`src/design/dls_pkg.sv`:
```
// Package for the DDA line stepper.
// Holds widths, codes, the divider state type and the divider result word.
// No dependencies.
`default_nettype none

package dls_pkg;

  // Field and datapath widths
  localparam int unsigned COORD_BITS   = 12;
  localparam int unsigned FRAC_BITS    = 16;
  localparam int unsigned POS_BITS     = COORD_BITS + FRAC_BITS + 1;
  localparam int unsigned STEP_BITS    = FRAC_BITS + 2;
  localparam int unsigned OUT_BITS     = COORD_BITS + 1;
  localparam int unsigned DLT_BITS     = COORD_BITS + 1;
  localparam int unsigned QUO_BITS     = FRAC_BITS + 1;
  localparam int unsigned CNT_BITS     = $clog2(QUO_BITS);
  localparam int unsigned CFG_IDX_BITS = 1;

  // Configuration register indexes
  typedef enum logic [CFG_IDX_BITS-1:0] {
    CFG_OFFSET_X = 1'b0,
    CFG_OFFSET_Y = 1'b1
  } cfg_idx_e;

  // Input word actions
  typedef enum logic {
    ACT_LOAD = 1'b0,
    ACT_STEP = 1'b1
  } action_e;

  // Bit-serial divider states
  typedef enum logic [1:0] {
    DIV_IDLE,
    DIV_PREP,
    DIV_ITER
  } div_state_e;

  // Divider result handed to the stepper
  typedef struct packed {
    logic                done;
    logic                nonzero;
    logic                neg_x;
    logic                neg_y;
    logic [QUO_BITS-1:0] quo_x;
    logic [QUO_BITS-1:0] quo_y;
  } div_res_t;

endpackage

`default_nettype wire

```
`src/design/dls_if.sv`:
```
// Channel interfaces of the DDA line stepper: input word and pixel word.
// Depends on dls_pkg.
`default_nettype none

interface dls_in_if;
  import dls_pkg::*;

  logic                         valid;
  logic                         ready;
  logic                         action;
  logic signed [COORD_BITS-1:0] start_x;
  logic signed [COORD_BITS-1:0] start_y;
  logic signed [COORD_BITS-1:0] end_x;
  logic signed [COORD_BITS-1:0] end_y;

  modport source (
    output valid, action, start_x, start_y, end_x, end_y,
    input  ready
  );

  modport sink (
    input  valid, action, start_x, start_y, end_x, end_y,
    output ready
  );
endinterface

interface dls_out_if;
  import dls_pkg::*;

  logic                       valid;
  logic                       ready;
  logic signed [OUT_BITS-1:0] pixel_x;
  logic signed [OUT_BITS-1:0] pixel_y;
  logic                       pixel_valid;
  logic                       last;

  modport source (
    output valid, pixel_x, pixel_y, pixel_valid, last,
    input  ready
  );

  modport sink (
    input  valid, pixel_x, pixel_y, pixel_valid, last,
    output ready
  );
endinterface

`default_nettype wire

```
`src/design/dls_divider.sv`:
```
// Bit-serial restoring divider for the line step: |d| * 2^FRAC_BITS / max(|dx|,|dy|).
// Two lanes (x and y) share the divisor and produce one quotient bit each per cycle.
// Depends on dls_pkg.
`default_nettype none

module dls_divider (
  input  wire logic                                clk_i,
  input  wire logic                                rst_ni,
  input  wire logic                                start_i,
  input  wire logic signed [dls_pkg::DLT_BITS-1:0] dx_i,
  input  wire logic signed [dls_pkg::DLT_BITS-1:0] dy_i,
  output      logic                                busy_o,
  output      dls_pkg::div_res_t                   res_o
);
  import dls_pkg::*;

  div_state_e           state_q, state_d;
  logic [CNT_BITS-1:0]  cnt_q, cnt_d;
  logic                 done_q, done_d;

  logic [DLT_BITS-1:0]   dx_q, dy_q;
  logic [COORD_BITS-1:0] len_q;
  logic [COORD_BITS:0]   rem_x_q, rem_y_q;
  logic [QUO_BITS-1:0]   quo_x_q, quo_y_q;
  logic                  neg_x_q, neg_y_q, nonzero_q;

  logic [COORD_BITS-1:0] mag_x, mag_y, len;
  logic                  ge_x, ge_y;
  logic [COORD_BITS:0]   sub_x, sub_y;

  // Magnitudes and the major-axis length
  assign mag_x = dx_q[DLT_BITS-1] ? COORD_BITS'(-dx_q) : dx_q[COORD_BITS-1:0];
  assign mag_y = dy_q[DLT_BITS-1] ? COORD_BITS'(-dy_q) : dy_q[COORD_BITS-1:0];
  assign len   = (mag_x > mag_y) ? mag_x : mag_y;

  // One restoring step per lane: compare, subtract
  assign ge_x  = rem_x_q >= {1'b0, len_q};
  assign ge_y  = rem_y_q >= {1'b0, len_q};
  assign sub_x = rem_x_q - (ge_x ? {1'b0, len_q} : '0);
  assign sub_y = rem_y_q - (ge_y ? {1'b0, len_q} : '0);

  // Hold control state
  always_ff @(posedge clk_i or negedge rst_ni) begin
    if (!rst_ni) begin
      state_q <= DIV_IDLE;
      cnt_q   <= '0;
      done_q  <= 1'b0;
    end else begin
      state_q <= state_d;
      cnt_q   <= cnt_d;
      done_q  <= done_d;
    end
  end

  // Sequence prepare and iterations
  always_comb begin
    state_d = state_q;
    cnt_d   = cnt_q;
    done_d  = 1'b0;
    unique case (state_q)
      DIV_IDLE: begin
        if (start_i) begin
          state_d = DIV_PREP;
        end
      end
      DIV_PREP: begin
        cnt_d = '0;
        if (len == '0) begin
          state_d = DIV_IDLE;
          done_d  = 1'b1;
        end else begin
          state_d = DIV_ITER;
        end
      end
      DIV_ITER: begin
        cnt_d = cnt_q + 1'b1;
        if (cnt_q == CNT_BITS'(QUO_BITS - 1)) begin
          state_d = DIV_IDLE;
          done_d  = 1'b1;
        end
      end
      default: begin
        state_d = DIV_IDLE;
      end
    endcase
  end

  // Shift quotient bits in, remainders left
  always_ff @(posedge clk_i) begin
    unique case (state_q)
      DIV_IDLE: begin
        if (start_i) begin
          dx_q <= dx_i;
          dy_q <= dy_i;
        end
      end
      DIV_PREP: begin
        len_q     <= len;
        rem_x_q   <= {1'b0, mag_x};
        rem_y_q   <= {1'b0, mag_y};
        neg_x_q   <= dx_q[DLT_BITS-1];
        neg_y_q   <= dy_q[DLT_BITS-1];
        nonzero_q <= len != '0;
        quo_x_q   <= '0;
        quo_y_q   <= '0;
      end
      DIV_ITER: begin
        rem_x_q <= {sub_x[COORD_BITS-1:0], 1'b0};
        rem_y_q <= {sub_y[COORD_BITS-1:0], 1'b0};
        quo_x_q <= {quo_x_q[QUO_BITS-2:0], ge_x};
        quo_y_q <= {quo_y_q[QUO_BITS-2:0], ge_y};
      end
      default: begin
      end
    endcase
  end

  assign busy_o        = (state_q != DIV_IDLE) || done_q;
  assign res_o.done    = done_q;
  assign res_o.nonzero = nonzero_q;
  assign res_o.neg_x   = neg_x_q;
  assign res_o.neg_y   = neg_y_q;
  assign res_o.quo_x   = quo_x_q;
  assign res_o.quo_y   = quo_y_q;

endmodule

`default_nettype wire

```
`src/design/dls_stepper.sv`:
```
// Position accumulator and pixel output register of the DDA line stepper.
// Truncates the position toward zero, adds the offset and detects the end of line.
// Depends on dls_pkg.
`default_nettype none

module dls_stepper (
  input  wire logic                                  clk_i,
  input  wire logic                                  rst_ni,
  input  wire logic                                  load_i,
  input  wire logic                                  step_i,
  input  wire logic signed [dls_pkg::COORD_BITS-1:0] start_x_i,
  input  wire logic signed [dls_pkg::COORD_BITS-1:0] start_y_i,
  input  wire logic signed [dls_pkg::COORD_BITS-1:0] end_x_i,
  input  wire logic signed [dls_pkg::COORD_BITS-1:0] end_y_i,
  input  wire dls_pkg::div_res_t                     div_i,
  input  wire logic signed [dls_pkg::COORD_BITS-1:0] offset_x_i,
  input  wire logic signed [dls_pkg::COORD_BITS-1:0] offset_y_i,
  input  wire logic                                  out_ready_i,
  output      logic                                  out_valid_o,
  output      logic signed [dls_pkg::OUT_BITS-1:0]   pixel_x_o,
  output      logic signed [dls_pkg::OUT_BITS-1:0]   pixel_y_o,
  output      logic                                  pixel_valid_o,
  output      logic                                  last_o
);
  import dls_pkg::*;

  logic                  active_q;
  logic                  out_valid_q;
  logic [POS_BITS-1:0]   pos_x_q, pos_y_q;
  logic [STEP_BITS-1:0]  step_x_q, step_y_q;
  logic [COORD_BITS-1:0] target_x_q, target_y_q;
  logic [OUT_BITS-1:0]   pix_x_q, pix_y_q;
  logic                  pix_vld_q, last_q;

  logic [STEP_BITS-1:0]  mag_x, mag_y;
  logic [POS_BITS-1:0]   pos_x_nx, pos_y_nx;
  logic [OUT_BITS-1:0]   fl_x, fl_y, fn_x, fn_y, tx, ty, px, py;
  logic                  near_x, near_y, at_end;

  // Current pixel: floor plus one for a negative value with a fraction
  assign fl_x = pos_x_q[POS_BITS-1:FRAC_BITS];
  assign fl_y = pos_y_q[POS_BITS-1:FRAC_BITS];
  assign px   = fl_x + OUT_BITS'(pos_x_q[POS_BITS-1] & (|pos_x_q[FRAC_BITS-1:0]))
              + {offset_x_i[COORD_BITS-1], offset_x_i};
  assign py   = fl_y + OUT_BITS'(pos_y_q[POS_BITS-1] & (|pos_y_q[FRAC_BITS-1:0]))
              + {offset_y_i[COORD_BITS-1], offset_y_i};

  // Advance the position, wrapping within its width
  assign pos_x_nx = pos_x_q + {{(POS_BITS-STEP_BITS){step_x_q[STEP_BITS-1]}}, step_x_q};
  assign pos_y_nx = pos_y_q + {{(POS_BITS-STEP_BITS){step_y_q[STEP_BITS-1]}}, step_y_q};

  // End of line: advanced position within one pixel of the target on both axes
  assign fn_x   = pos_x_nx[POS_BITS-1:FRAC_BITS];
  assign fn_y   = pos_y_nx[POS_BITS-1:FRAC_BITS];
  assign tx     = {target_x_q[COORD_BITS-1], target_x_q};
  assign ty     = {target_y_q[COORD_BITS-1], target_y_q};
  assign near_x = (fn_x == tx) || ((fn_x == tx - 1'b1) && (|pos_x_nx[FRAC_BITS-1:0]));
  assign near_y = (fn_y == ty) || ((fn_y == ty - 1'b1) && (|pos_y_nx[FRAC_BITS-1:0]));
  assign at_end = near_x && near_y;

  // Signed steps from quotient magnitudes
  assign mag_x = {1'b0, div_i.quo_x};
  assign mag_y = {1'b0, div_i.quo_y};

  // Track whether a line is being drawn
  always_ff @(posedge clk_i or negedge rst_ni) begin
    if (!rst_ni) begin
      active_q    <= 1'b0;
      out_valid_q <= 1'b0;
    end else begin
      if (load_i) begin
        active_q <= 1'b0;
      end else if (div_i.done) begin
        active_q <= div_i.nonzero;
      end else if (step_i && active_q && at_end) begin
        active_q <= 1'b0;
      end
      if (step_i) begin
        out_valid_q <= 1'b1;
      end else if (out_ready_i) begin
        out_valid_q <= 1'b0;
      end
    end
  end

  // Latch endpoints, steps and positions
  always_ff @(posedge clk_i) begin
    if (load_i) begin
      pos_x_q    <= {start_x_i[COORD_BITS-1], start_x_i, {FRAC_BITS{1'b0}}};
      pos_y_q    <= {start_y_i[COORD_BITS-1], start_y_i, {FRAC_BITS{1'b0}}};
      target_x_q <= end_x_i;
      target_y_q <= end_y_i;
    end else if (step_i && active_q) begin
      pos_x_q <= pos_x_nx;
      pos_y_q <= pos_y_nx;
    end
    if (div_i.done) begin
      step_x_q <= div_i.neg_x ? -mag_x : mag_x;
      step_y_q <= div_i.neg_y ? -mag_y : mag_y;
    end
  end

  // Capture the pixel word
  always_ff @(posedge clk_i) begin
    if (step_i) begin
      pix_x_q   <= active_q ? px : '0;
      pix_y_q   <= active_q ? py : '0;
      pix_vld_q <= active_q;
      last_q    <= active_q && at_end;
    end
  end

  assign out_valid_o   = out_valid_q;
  assign pixel_x_o     = pix_x_q;
  assign pixel_y_o     = pix_y_q;
  assign pixel_valid_o = pix_vld_q;
  assign last_o        = last_q;

endmodule

`default_nettype wire

```
`src/design/dda_line_stepper_top.sv`:
```
// DDA line stepper: after a load word, the next word waits for the bit-serial
// divider, which forms one quotient bit per cycle, FRAC_BITS+1 bits in all
// (none for a zero-length line). Step words are accepted one per cycle while
// the divider is free and the output register can take a word; each pixel word
// appears in the output register in the cycle after acceptance. Reset (asynchronous,
// active low) clears the offsets, drops any line and empties the output register.
`default_nettype none

module dda_line_stepper_top (
  input  wire logic                                    clk_i,
  input  wire logic                                    rst_ni,
  input  wire logic                                    cfg_we_i,
  input  wire logic [dls_pkg::CFG_IDX_BITS-1:0]        cfg_idx_i,
  input  wire logic [dls_pkg::COORD_BITS-1:0]          cfg_data_i,
  dls_in_if.sink                                       in_i,
  dls_out_if.source                                    out_o
);
  import dls_pkg::*;

  logic signed [COORD_BITS-1:0] offset_x_q, offset_y_q;
  logic                         div_busy;
  div_res_t                     div_res;
  logic                         in_ready, in_acc, load, step;
  logic signed [DLT_BITS-1:0]   dx, dy;
  logic                         out_valid;

  // Write configuration registers
  always_ff @(posedge clk_i or negedge rst_ni) begin
    if (!rst_ni) begin
      offset_x_q <= '0;
      offset_y_q <= '0;
    end else if (cfg_we_i) begin
      unique case (cfg_idx_e'(cfg_idx_i))
        CFG_OFFSET_X: offset_x_q <= cfg_data_i;
        CFG_OFFSET_Y: offset_y_q <= cfg_data_i;
      endcase
    end
  end

  // Accept while the divider is free and the output register can take a word
  assign in_ready = !div_busy && (!out_valid || out_o.ready);
  assign in_acc   = in_i.valid && in_ready;
  assign load     = in_acc && (in_i.action == ACT_LOAD);
  assign step     = in_acc && (in_i.action == ACT_STEP);
  assign in_i.ready = in_ready;

  // Line deltas
  assign dx = {in_i.end_x[COORD_BITS-1], in_i.end_x}
            - {in_i.start_x[COORD_BITS-1], in_i.start_x};
  assign dy = {in_i.end_y[COORD_BITS-1], in_i.end_y}
            - {in_i.start_y[COORD_BITS-1], in_i.start_y};

  dls_divider u_div (
    .clk_i   (clk_i),
    .rst_ni  (rst_ni),
    .start_i (load),
    .dx_i    (dx),
    .dy_i    (dy),
    .busy_o  (div_busy),
    .res_o   (div_res)
  );

  dls_stepper u_step (
    .clk_i         (clk_i),
    .rst_ni        (rst_ni),
    .load_i        (load),
    .step_i        (step),
    .start_x_i     (in_i.start_x),
    .start_y_i     (in_i.start_y),
    .end_x_i       (in_i.end_x),
    .end_y_i       (in_i.end_y),
    .div_i         (div_res),
    .offset_x_i    (offset_x_q),
    .offset_y_i    (offset_y_q),
    .out_ready_i   (out_o.ready),
    .out_valid_o   (out_valid),
    .pixel_x_o     (out_o.pixel_x),
    .pixel_y_o     (out_o.pixel_y),
    .pixel_valid_o (out_o.pixel_valid),
    .last_o        (out_o.last)
  );

  assign out_o.valid = out_valid;

endmodule

`default_nettype wire

```
`src/flat_wrapper.sv`:
```
// flat-port wrapper written by rule: the top's interface ports become plain ports
module dda_line_stepper_top_flat import dls_pkg::*;
  (clk_i, rst_ni, cfg_we_i, cfg_idx_i, cfg_data_i, in_i_valid, in_i_action, in_i_start_x, in_i_start_y, in_i_end_x, in_i_end_y, in_i_ready, out_o_valid, out_o_pixel_x, out_o_pixel_y, out_o_pixel_valid, out_o_last, out_o_ready);
  dls_in_if in_i_i ();
  dls_out_if out_o_i ();
  input  wire logic clk_i;
  input  wire logic rst_ni;
  input  wire logic cfg_we_i;
  input  wire logic [dls_pkg::CFG_IDX_BITS-1:0] cfg_idx_i;
  input  wire logic [dls_pkg::COORD_BITS-1:0] cfg_data_i;
  input wire logic [$bits(in_i_i.valid)-1:0] in_i_valid;
  input wire logic [$bits(in_i_i.action)-1:0] in_i_action;
  input wire logic [$bits(in_i_i.start_x)-1:0] in_i_start_x;
  input wire logic [$bits(in_i_i.start_y)-1:0] in_i_start_y;
  input wire logic [$bits(in_i_i.end_x)-1:0] in_i_end_x;
  input wire logic [$bits(in_i_i.end_y)-1:0] in_i_end_y;
  output wire logic [$bits(in_i_i.ready)-1:0] in_i_ready;
  output wire logic [$bits(out_o_i.valid)-1:0] out_o_valid;
  output wire logic [$bits(out_o_i.pixel_x)-1:0] out_o_pixel_x;
  output wire logic [$bits(out_o_i.pixel_y)-1:0] out_o_pixel_y;
  output wire logic [$bits(out_o_i.pixel_valid)-1:0] out_o_pixel_valid;
  output wire logic [$bits(out_o_i.last)-1:0] out_o_last;
  input wire logic [$bits(out_o_i.ready)-1:0] out_o_ready;
  assign in_i_i.valid = in_i_valid;
  assign in_i_i.action = in_i_action;
  assign in_i_i.start_x = in_i_start_x;
  assign in_i_i.start_y = in_i_start_y;
  assign in_i_i.end_x = in_i_end_x;
  assign in_i_i.end_y = in_i_end_y;
  assign in_i_ready = in_i_i.ready;
  assign out_o_valid = out_o_i.valid;
  assign out_o_pixel_x = out_o_i.pixel_x;
  assign out_o_pixel_y = out_o_i.pixel_y;
  assign out_o_pixel_valid = out_o_i.pixel_valid;
  assign out_o_last = out_o_i.last;
  assign out_o_i.ready = out_o_ready;
  dda_line_stepper_top u_core (.clk_i(clk_i), .rst_ni(rst_ni), .cfg_we_i(cfg_we_i), .cfg_idx_i(cfg_idx_i), .cfg_data_i(cfg_data_i), .in_i(in_i_i), .out_o(out_o_i));
endmodule
```
`config.mk`:
```
export PLATFORM = sky130hd
export DESIGN_NAME = dda_line_stepper_top_flat
export DESIGN_NICKNAME = d
export VERILOG_FILES = /design/src/design/dls_pkg.sv /design/src/design/dls_if.sv /design/src/design/dls_divider.sv /design/src/design/dls_stepper.sv /design/src/design/dda_line_stepper_top.sv /design/src/flat_wrapper.sv
export SDC_FILE = /design/constraint.sdc
export NUM_CORES = 1
export LEC_CHECK = 0
export ABC_AREA = 0
export BUFFER_PORTS_ARGS = -buffer_cell sky130_fd_sc_hd__buf_2
export CORE_MARGIN = 2
export CORE_UTILIZATION = 68
export DETAILED_ROUTE_END_ITERATION = 7
export PLACE_DENSITY = 0.89
export SETUP_SLACK_MARGIN = 0.02
export SLEW_MARGIN = 30
export SYNTH_ARGS = -nofsm -noshare
export SYNTH_HDL_FRONTEND = slang
export SYNTH_SLANG_ARGS = --single-unit
```
`constraint.sdc`:
```
create_clock -name clk_i -period 13.29 [get_ports clk_i]
set_input_delay 2.658 -clock clk_i [delete_from_list [all_inputs] [get_ports clk_i]]
set_output_delay 2.658 -clock clk_i [all_outputs]
set_load 0.01 [all_outputs]
```
==> flow_metrics.env, run 1 <==
export IMPL_run_status="finished clean"
export IMPL_syn_to_final_growth_pct=9.63
export IMPL_holdBufCountCts=0
export IMPL_synth_most_common_cell="edfxtp_1"
export IMPL_die_area_um2=29700
export IMPL_synth_seq_area_share_pct=41.3
export IMPL_critPathRequiredTime_ns=10.63
export IMPL_hold_path_class="flop to flop"
export IMPL_crit_chain="buf_2 -> nor2b_1 -> nor3b_1 -> buf_2"
export IMPL_htreeDepth=1
export IMPL_rows=61
export IMPL_remaining_drc_errors=0
export IMPL_portBuffers=96
export IMPL_tightestPinTransition_ns=0.905
export IMPL_grt_pass1_wl_um=76800
export IMPL_drv_cap=0
export IMPL_synth_cell_types=71
export IMPL_post_synth_top_area_cell="edfxtp_1"
export IMPL_grt_max_degree=72
export IMPL_peakVddDrop_mv=0.170
export IMPL_p_total_mw=4.21
export IMPL_synth_edf_count=215
export IMPL_crit_path_end_kind="output pin"
export IMPL_vias=15800
export IMPL_cpMostUsedCell="buf_2"
export IMPL_gp_congestion=0.975
export IMPL_fp_dieW_um=172
export IMPL_grt_remaining_overflow=0
export IMPL_fin_nets=2301
export IMPL_combPwrFrac_pct=44.5
export IMPL_place_hpwl_um=36600
export IMPL_drive_gt1_share_pct=10.4
export IMPL_cts_tree="yes"
export IMPL_p_int_mw=2.55
export IMPL_vias_per_cell=6.44
export IMPL_path_max_fanout=3
export IMPL_final_hold_violation_count=0
export IMPL_critPathMaxStageDelay_ns=0.40
export IMPL_yosys_area_top_type_share_pct=33.5
export IMPL_syn_inst=1975
export IMPL_syn_area_per_cell_um2=9.74
export IMPL_fin_worst_skew_ns=0.0154
export IMPL_switching_share_pct=39.4
export IMPL_crit_slowest_cell="nor3b_1"
export IMPL_cp_start_kind="input port"
export IMPL_antenna_found_initial=1
export IMPL_power_density_nw_per_um2=199
export IMPL_clkPwrFrac_pct=20.9
export IMPL_grt_pass1_vias=15400
export IMPL_ys_seq_elements=281
export IMPL_cts_num_sinks=281
export IMPL_slew_violations=0
export IMPL_clockBufferDepth=3
export IMPL_routed_wl_um=49000
export IMPL_synth_warnings=0
export IMPL_cts_root_buf="clkbuf_16"
export IMPL_routedWlPerCell_um=19.9
export IMPL_ios=97
export IMPL_cts_buffers=30
export IMPL_worst_path_buf_inv=2
export IMPL_syn_num_nets=2223
export IMPL_rsz0062_at_grt="false"
export IMPL_setup_tns_ns=0
export IMPL_post_cts_buffers=0
export IMPL_clkTransAtPathRegs_ns=0.06
export IMPL_grt_usage_pct=33.0
export IMPL_dr_first_iter_drc_count=1637
export IMPL_clk_latency_ns=0.56
export IMPL_setup_violations=0
export IMPL_cts_resized=0
export IMPL_slew_headroom_pct=39.6
export IMPL_yosys_most_used_dff="edfxtp_1"
export IMPL_period_share_pct=45.7
export IMPL_netlist_area_um2=19200
export IMPL_firstDrtPassIters=5
export IMPL_die_y_um=172
export IMPL_pwr_share_seq_pct=34.6
export IMPL_crit_type="input port to output pin"
export IMPL_switching_power_mw=1.66
export IMPL_core_area_um2=27900
export IMPL_crit_family="simple AND/OR/NAND/NOR gates"
export IMPL_p_leak_nw=8.72
export IMPL_start_util_pct=69.1
export IMPL_fmaxAchievable_mhz=165
export IMPL_ys_top_cells_by_count="edfxtp_1 (215), nand2_1 (204), ha_1 (171), o21ai_0 (161), inv_1 (140)"
export IMPL_worstPathArrival_ns=3.42
export IMPL_fin_crit_ns=6.07
export IMPL_drtAntennaViolNets=0
export IMPL_nFillCells=1834
export IMPL_synth_top_cells_by_area="edfxtp_1 (34%), ha_1 (11%), xnor2_1 (4.6%)"
export IMPL_postSynth_asyncResetShare_pct=12.1
[routing by layer]
metal | GRT usage [%] | vias to the layer above | part of all wire, %
li1 | - | 7309 | -
met1 | 42.8 | 7464 | 39
met2 | 56.3 | 880 | 48
met3 | 4.19 | 170 | 9.4
met4 | 13.6 | 0 | 3.9
met5 | 0 | - | 0
[power by group through the flow]
stage          Combinational [mW]  Clock (mW)  Sequential [mW]
4_1_cts                      1.84       0.882             1.45
3_5_place_dp                 1.81           0             1.46
3_3_place_gp                 1.71           0             1.45
5_1_grt                      2.07       0.914             1.48
2_1_floorplan                1.40           0             1.40
6_report                     1.87       0.880             1.46
[cells by family (layout without fill, tap and decap cells)]
kind of cell	count (synthesis)	in the layout	share of synthesized area, %
AOI/OAI and AO/OA	444	444	14.1
xor gates and xnor gates	179	179	8.85
adders and majority gates	181	181	12.2
buffers and inverters	200	302	3.95
DFF	281	281	41.3
muxes	58	58	3.26
other	0	1	0
and+or+nand+nor	632	632	16.4
[cells in the final DEF (no fill, tap or decap), types with 68 or more instances in the layout]
cell type / instances
a21oi_1: 108
buf_2: 96
edfxtp_1: 215
ha_1: 170
inv_1: 139
nand2_1: 203
nor2_1: 104
o21ai_0: 161
xnor2_1: 101
xor2_1: 68
[through the flow]
step                setup slack [ns]  cell area, um2  instances  util [%]  hold slack [ns]
floorplan                       7.54           19200       1975         -            0.441
global placement                7.42           20000       2399      72.0            0.467
detailed placement              7.25           20000       2399      72.0            0.473
CTS                             7.24           21100       2455      75.7            0.483
global route                    7.17           21100       2455      75.7            0.519
finish                          7.22           21100       2456      75.7            0.488
[worst reg2reg max path, delay by kind of cell, from the launching register on]
kind | cells | cell delay, ns
AOI/OAI and AO/OA | 15 | 2.53
and+or+nand+nor | 5 | 1.08
adders and majority gates | 3 | 0.86
DFF | 1 | 0.40
xor gates and xnor gates | 1 | 0.20
buffers and inverters | 1 | 0.15
muxes | 1 | 0.12
[flip-flops by register name, indices dropped and copies added (netlist names), 17 cells and up]
signal and count:
u_core.u_step.pos_x_q 29, u_core.u_div.quo_y_q 17, u_core.u_step.pos_y_q 29, u_core.u_step.step_y_q 18
u_core.u_step.step_x_q 18, u_core.u_div.quo_x_q 17
[final timing paths]
path / cells past startpoint / startpoint / to / slack [ns]
worst min register to register: 2 / u_core.u_step.pos_y_q[2] / u_core.u_step.pos_y_q[2] / 0.49
worst max-delay path: 4 / out_o_ready / in_i_ready / 7.22
worst max register to register: 26 / u_core.u_div.len_q[1] / u_core.u_div.rem_y_q[11] / 7.66
min in group asynchronous: 1 / rst_ni / u_core.u_div.cnt_q[0] / 2.18
max in group asynchronous: 1 / rst_ni / u_core.offset_x_q[9] / 10.56
worst min-delay path: 2 / u_core.u_step.pos_y_q[2] / u_core.u_step.pos_y_q[2] / 0.49
[final cells by class]
cell class / instances / area (um2) / share of cell area (%)
timing repair buffer: 106 / 556 / 2.63
sequential: 281 / 7950 / 37.7
tap: 378 / 473 / 2.24
clock inverter: 17 / 191 / 0.907
inverter: 140 / 526 / 2.49
antenna: 1 / 2.50 / 0.0119
multi-input combinational: 1494 / 10500 / 50.0
clock buffer: 39 / 858 / 4.07
Note: power is estimated with default switching activity, not from simulation.
==> inputs of run 2 (changes only) <==
- CORE_UTILIZATION: 68 -> 63
- PLACE_DENSITY: 0.89 -> 0.84
- clock period: 13.29 -> 5.75 ns (I/O delays scaled with it)
==> run 2 against run 1 <==
Non-clock buffer count up 2. Power up 130%. Die area up 7.8%. Critical endpoint is now u_core.u_div.rem_y_q[11]. Largest cell class unchanged.
==> flow_metrics.env, run 2 (synthesized netlist as in run 1, its figures left out) <==
export IMPL_seq_area_um2=7950
export IMPL_run_status="finished clean"
export IMPL_rows=63
export IMPL_routedWlPerCell_um=20.0
export IMPL_nFillCells=2177
export IMPL_crit_path_end_kind="flop"
export IMPL_cp_start_kind="flop"
export IMPL_cts_tree="yes"
export IMPL_busiest_layer="met2"
export IMPL_power_density_nw_per_um2=461
export IMPL_portBuffers=96
export IMPL_multi_input_area_um2=10500
export IMPL_slew_headroom_pct=34.9
export IMPL_groute_layer_met3_usage_pct=4.20
export IMPL_fin_worst_skew_ns=0.0139
export IMPL_ios=97
export IMPL_rsz0062_at_grt="false"
export IMPL_crit_slowest_cell="fa_1"
export IMPL_post_dp_cell_area_um2=20100
export IMPL_drtAntennaViolNets=0
export IMPL_drv_cap=0
export IMPL_die_y_um=179
export IMPL_grt_remaining_overflow=0
export IMPL_slew_violations=0
export IMPL_die_area_um2=32000
export IMPL_tightestPinTransition_ns=0.976
export IMPL_setup_tns_ns=0
export IMPL_setup_violations=0
export IMPL_final_cell_mix="edfxtp_1 (215), nand2_1 (203), ha_1 (170)"
export IMPL_htreeDepth=1
export IMPL_hold_path_class="flop to flop"
export IMPL_vias_per_cell=6.31
export IMPL_syn_to_final_growth_pct=9.80
export IMPL_clockBufferDepth=3
export IMPL_clkTransAtPathRegs_ns=0.06
export IMPL_remaining_drc_errors=0
export IMPL_period_share_pct=89.8
export IMPL_antenna_found_initial=2
export IMPL_p_leak_nw=8.73
export IMPL_cts_root_buf="clkbuf_16"
export IMPL_worstPathArrival_ns=5.43
export IMPL_crit_type="flop to flop"
export IMPL_firstDrtPassIters=5
export IMPL_place_hpwl_um=37000
export IMPL_peakVddDrop_mv=0.308
export IMPL_critPathMaxStageDelay_ns=0.41
export IMPL_dr_first_iter_drc_count=1553
export IMPL_core_area_um2=29900
export IMPL_final_hold_violation_count=0
export IMPL_grt_pass1_wl_um=77600
export IMPL_fin_area_um2=21100
export IMPL_met1_usage_pct=42.1
export IMPL_routed_wl_um=49500
export IMPL_global_route_usage_met2_pct=51.7
export IMPL_start_util_pct=64.4
export IMPL_fmaxAchievable_mhz=194
export IMPL_holdBufCountCts=0
export IMPL_hold_ws_ns=0.486
export IMPL_vias=15600
export IMPL_drive_gt1_share_pct=10.1
export IMPL_cts_resized=0
export IMPL_rrSetupSlack_ns=0.59
export IMPL_grt_pass1_vias=14900
export IMPL_grt_max_degree=72
export IMPL_clk_latency_ns=0.56
export IMPL_post_cts_buffers=0
export IMPL_fp_dieW_um=179
export IMPL_critPathRequiredTime_ns=6.02
export IMPL_final_common_cell="edfxtp_1"
export IMPL_path_max_fanout=10
export IMPL_cpMostUsedCell="o21ai_0"
export IMPL_gp_congestion=0.980
export IMPL_p_total_mw=9.75
export IMPL_cts_num_sinks=281
export IMPL_fin_nets=2303
export IMPL_fin_crit_ns=5.16
export IMPL_cts_buffers=30
export IMPL_grt_usage_pct=30.9
export IMPL_top_regs="u_core.u_step.pos_x_q x29, u_core.u_step.pos_y_q x29"
## run 2: cell types whose count changed in the layout (fill, tap and decap cells not counted), sizes merged
cell    delta
clkbuf     +3
buf        +2
clkinv     -2
inv        -2
bufinv     +1
diode      +1
## run 2: power by group
part	internal [mW]	switching, mW
Clock	1.24	0.825
Sequential	2.91	0.460
Combinational	1.80	2.52
Total	5.94	3.80
## run 2: cell type report
type                       count  area share, %
antenna                        2         0.0237
multi-input combinational   1494           49.9
sequential                   281           37.6
clock buffer                  42           4.12
timing repair buffer         108           2.70
clock inverter                14          0.859
inverter                     140           2.49
tap                          390           2.31
## run 2: critical path: cells and delay by family, from the launching register on
kind / cells / cell delay [ns]
AOI/OAI and AO/OA: 15 / 2.42
xor gates and xnor gates: 1 / 0.13
adders and majority gates: 3 / 0.88
buffers and inverters: 1 / 0.13
DFF: 1 / 0.38
muxes: 1 / 0.08
and+or+nand+nor: 5 / 0.90
## run 2: worst paths after layout
| check | cells after the start | startpoint | to |
|---|---|---|---|
| max | 26 | u_core.u_div.len_q[1] | u_core.u_div.rem_y_q[11] |
| max reg2reg | 26 | u_core.u_div.len_q[1] | u_core.u_div.rem_y_q[11] |
| min in group asynchronous | 1 | rst_ni | u_core.u_div.cnt_q[3] |
| min reg2reg | 2 | u_core.u_step.pos_x_q[0] | u_core.u_step.pos_x_q[0] |
| max in group asynchronous | 1 | rst_ni | u_core.offset_x_q[9] |
| min | 2 | u_core.u_step.pos_x_q[0] | u_core.u_step.pos_x_q[0] |
## run 2: layer usage
layer	wire length, um	vias up
li1	-	7330
met1	21000	7457
met2	23200	678
met3	3710	117
met4	1490	0
met5	0	-
## run 2: stage by stage
step                      setup WS (ns)  util (%)  std cells
after floorplan                    1.15         -       1975
after global placement            0.752      67.2       2413
after detailed placement          0.678      67.2       2413
after CTS                         0.652      70.7       2469
after global routing             0.0615      70.7       2469
final                             0.586      70.7       2471
==> inputs of run 3 (changes only) <==
- CAP_MARGIN: default -> 20
- PLACE_DENSITY: 0.84 -> 0.83
- SYNTH_HIERARCHICAL: default -> 1
==> run 3 against run 2 <==
Non-clock buffer count did not move. Wire length up 7.5%. Clock-buffer cell count increased by 6. Fmax up 11%. Flip-flop and latch count is the same. First-iteration DRC count increased by 5.3%. Largest cell class unchanged.
==> flow_metrics.env, run 3 <==
export IMPL_cts_buffers=31
export IMPL_drive_gt1_share_pct=11.2
export IMPL_peakVddDrop_mv=0.427
export IMPL_synth_edf_count=215
export IMPL_core_area_um2=32400
export IMPL_period_share_pct=80.8
export IMPL_remaining_drc_errors=0
export IMPL_crit_type="flop to flop"
export IMPL_critPathRequiredTime_ns=6.19
export IMPL_setup_violations=0
export IMPL_portBuffers=96
export IMPL_grt_pass1_wl_um=84600
export IMPL_netlist_area_um2=20600
export IMPL_drtAntennaViolNets=0
export IMPL_hold_path_class="flop to flop"
export IMPL_cts_num_sinks=281
export IMPL_final_hold_violation_count=0
export IMPL_fp_dieW_um=185
export IMPL_power_density_nw_per_um2=424
export IMPL_slew_headroom_pct=36.5
export IMPL_p_leak_nw=9.01
export IMPL_fin_crit_ns=4.64
export IMPL_gp_congestion=0.964
export IMPL_final_cell_mix="edfxtp_1 (215), nand2_1 (182), ha_1 (169)"
export IMPL_die_y_um=185
export IMPL_grt_pass1_vias=16300
export IMPL_setup_tns_ns=0
export IMPL_final_common_cell="edfxtp_1"
export IMPL_antenna_found_initial=0
export IMPL_grt_remaining_overflow=0
export IMPL_slew_violations=0
export IMPL_fmaxAchievable_mhz=215
export IMPL_cts_tree="yes"
export IMPL_syn_num_nets=2361
export IMPL_firstDrtPassIters=6
export IMPL_clockBufferDepth=3
export IMPL_p_total_mw=9.51
export IMPL_die_area_um2=34200
export IMPL_ys_seq_elements=281
export IMPL_run_status="finished clean"
export IMPL_ys_top_cells_by_count="edfxtp_1 (215), nand2_1 (182), ha_1 (171), inv_1 (128), nor2_1 (122)"
export IMPL_syn_area_per_cell_um2=9.76
export IMPL_routedWlPerCell_um=20.2
export IMPL_yosys_most_used_dff="edfxtp_1"
export IMPL_place_hpwl_um=41200
export IMPL_post_synth_top_area_cell="edfxtp_1"
export IMPL_cts_root_buf="clkbuf_16"
export IMPL_routed_wl_um=53200
export IMPL_grt_max_degree=47
export IMPL_worstPathArrival_ns=5.08
export IMPL_path_max_fanout=13
export IMPL_synth_warnings=6
export IMPL_clkTransAtPathRegs_ns=0.06
export IMPL_cp_start_kind="flop"
export IMPL_rsz0062_at_grt="false"
export IMPL_hold_ws_ns=0.516
export IMPL_syn_inst=2113
export IMPL_syn_to_final_growth_pct=8.63
export IMPL_drv_cap=0
export IMPL_ios=97
export IMPL_fin_worst_skew_ns=0.0193
export IMPL_holdBufCountCts=0
export IMPL_yosys_area_top_type_share_pct=31.3
export IMPL_vias=16900
export IMPL_synth_seq_area_share_pct=38.5
export IMPL_vias_per_cell=6.38
export IMPL_dr_first_iter_drc_count=1636
export IMPL_rows=66
export IMPL_synth_most_common_cell="edfxtp_1"
export IMPL_post_cts_buffers=0
export IMPL_post_dp_cell_area_um2=21400
export IMPL_start_util_pct=63.7
export IMPL_cts_resized=0
export IMPL_fin_nets=2419
export IMPL_clk_latency_ns=0.56
export IMPL_crit_path_end_kind="flop"
export IMPL_htreeDepth=1
export IMPL_synth_cell_types=111
export IMPL_postSynth_asyncResetShare_pct=12.1
export IMPL_fin_area_um2=22400
export IMPL_grt_usage_pct=31.2
export IMPL_top_regs="u_core/u_step/pos_x_q x29, u_core/u_step/pos_y_q x29"
export IMPL_tightestPinTransition_ns=0.952
export IMPL_synth_top_cells_by_area="edfxtp_1 (31%), ha_1 (10%), xnor2_1 (4.8%)"
run 3: cell count changes in the layout (fill, tap and decap cells not counted), sizes merged, moves of 12 or more:
cell,delta
xnor2,+13
nand3,-23
o21a,+12
o22ai,-14
nor3,+25
o21ai,-13
a211oi,+15
nand2,-21
a22o,+34
xor2,-14
nor2,+20
run 3: routing by layer:
metal | vias to the layer above | wire length, um | part of all wire (%) | global-route usage [%]
met1 | 8052 | 22900 | 43 | 42.1
met2 | 714 | 24900 | 47 | 52.1
li1 | 7959 | - | - | -
met4 | 0 | 1610 | 3.0 | 10.4
met3 | 125 | 3800 | 7.1 | 4.07
met5 | - | 0 | 0 | 0
run 3: where the power goes:
part           switching, mW  internal (mW)  total [mW]
Sequential             0.466           2.87        3.33
Combinational           2.47           1.78        4.26
Clock                  0.811           1.11        1.92
Total                   3.75           5.76        9.51
run 3: final timing paths:
| check | startpoint | end | slack (ns) | depth (start not counted) |
|---|---|---|---|---|
| max | u_core/u_div/dx_q[0] | u_core/u_div/state_q[1] | 1.11 | 14 |
| max reg2reg | u_core/u_div/dx_q[0] | u_core/u_div/state_q[1] | 1.11 | 14 |
| min reg2reg | u_core/u_step/pos_x_q[7] | u_core/u_step/pos_x_q[7] | 0.52 | 1 |
| min in group asynchronous | rst_ni | u_core/u_div/cnt_q[3] | 0.56 | 1 |
| max in group asynchronous | rst_ni | u_core/offset_x_q[8] | 4.79 | 1 |
| min | u_core/u_step/pos_x_q[7] | u_core/u_step/pos_x_q[7] | 0.52 | 1 |
run 3: cells by family after synthesis:
logic type,count (synthesis),share of synthesized area (%)
AOI/OAI and AO/OA,553,18.8
buffers and inverters,214,4.16
xor gates and xnor gates,179,8.31
DFF,281,38.5
and+or+nand+nor,655,16.2
adders and majority gates,181,11.3
muxes,50,2.60
run 3: area by class of cell:
cell class                 count  area, um2
multi-input combinational   1618      11800
fill                        2465       9970
sequential                   281       7950
clock buffer                  48        920
timing repair buffer         108        573
tap                          442        553
inverter                     131        492
clock inverter                10       68.8
antenna                        1       2.50
run 3: stage by stage:
step / setup slack, ns / util (%) / instances
finish: 1.11 / 69.2 / 2639
global route: 0.891 / 69.2 / 2638
CTS: 1.21 / 69.2 / 2638
detailed placement: 1.22 / 66.1 / 2580
global placement: 1.48 / 66.1 / 2580
floorplan: 1.63 / - / 2113
run 3: worst max-delay path, cell delays in order, from the launching register on:
cell and delay, ns:
edfxtp_1 0.47, inv_1 0.15, ha_1 0.21, or4b_1 0.51, nor4_1 0.38, nand2b_1 0.19
xor2_1 0.28, inv_1 0.08, ha_1 0.33, a21oi_1 0.16, nand2_1 0.07, a2111oi_0 0.82
nor2_2 0.37, mux2i_1 0.23, a41o_1 0.27
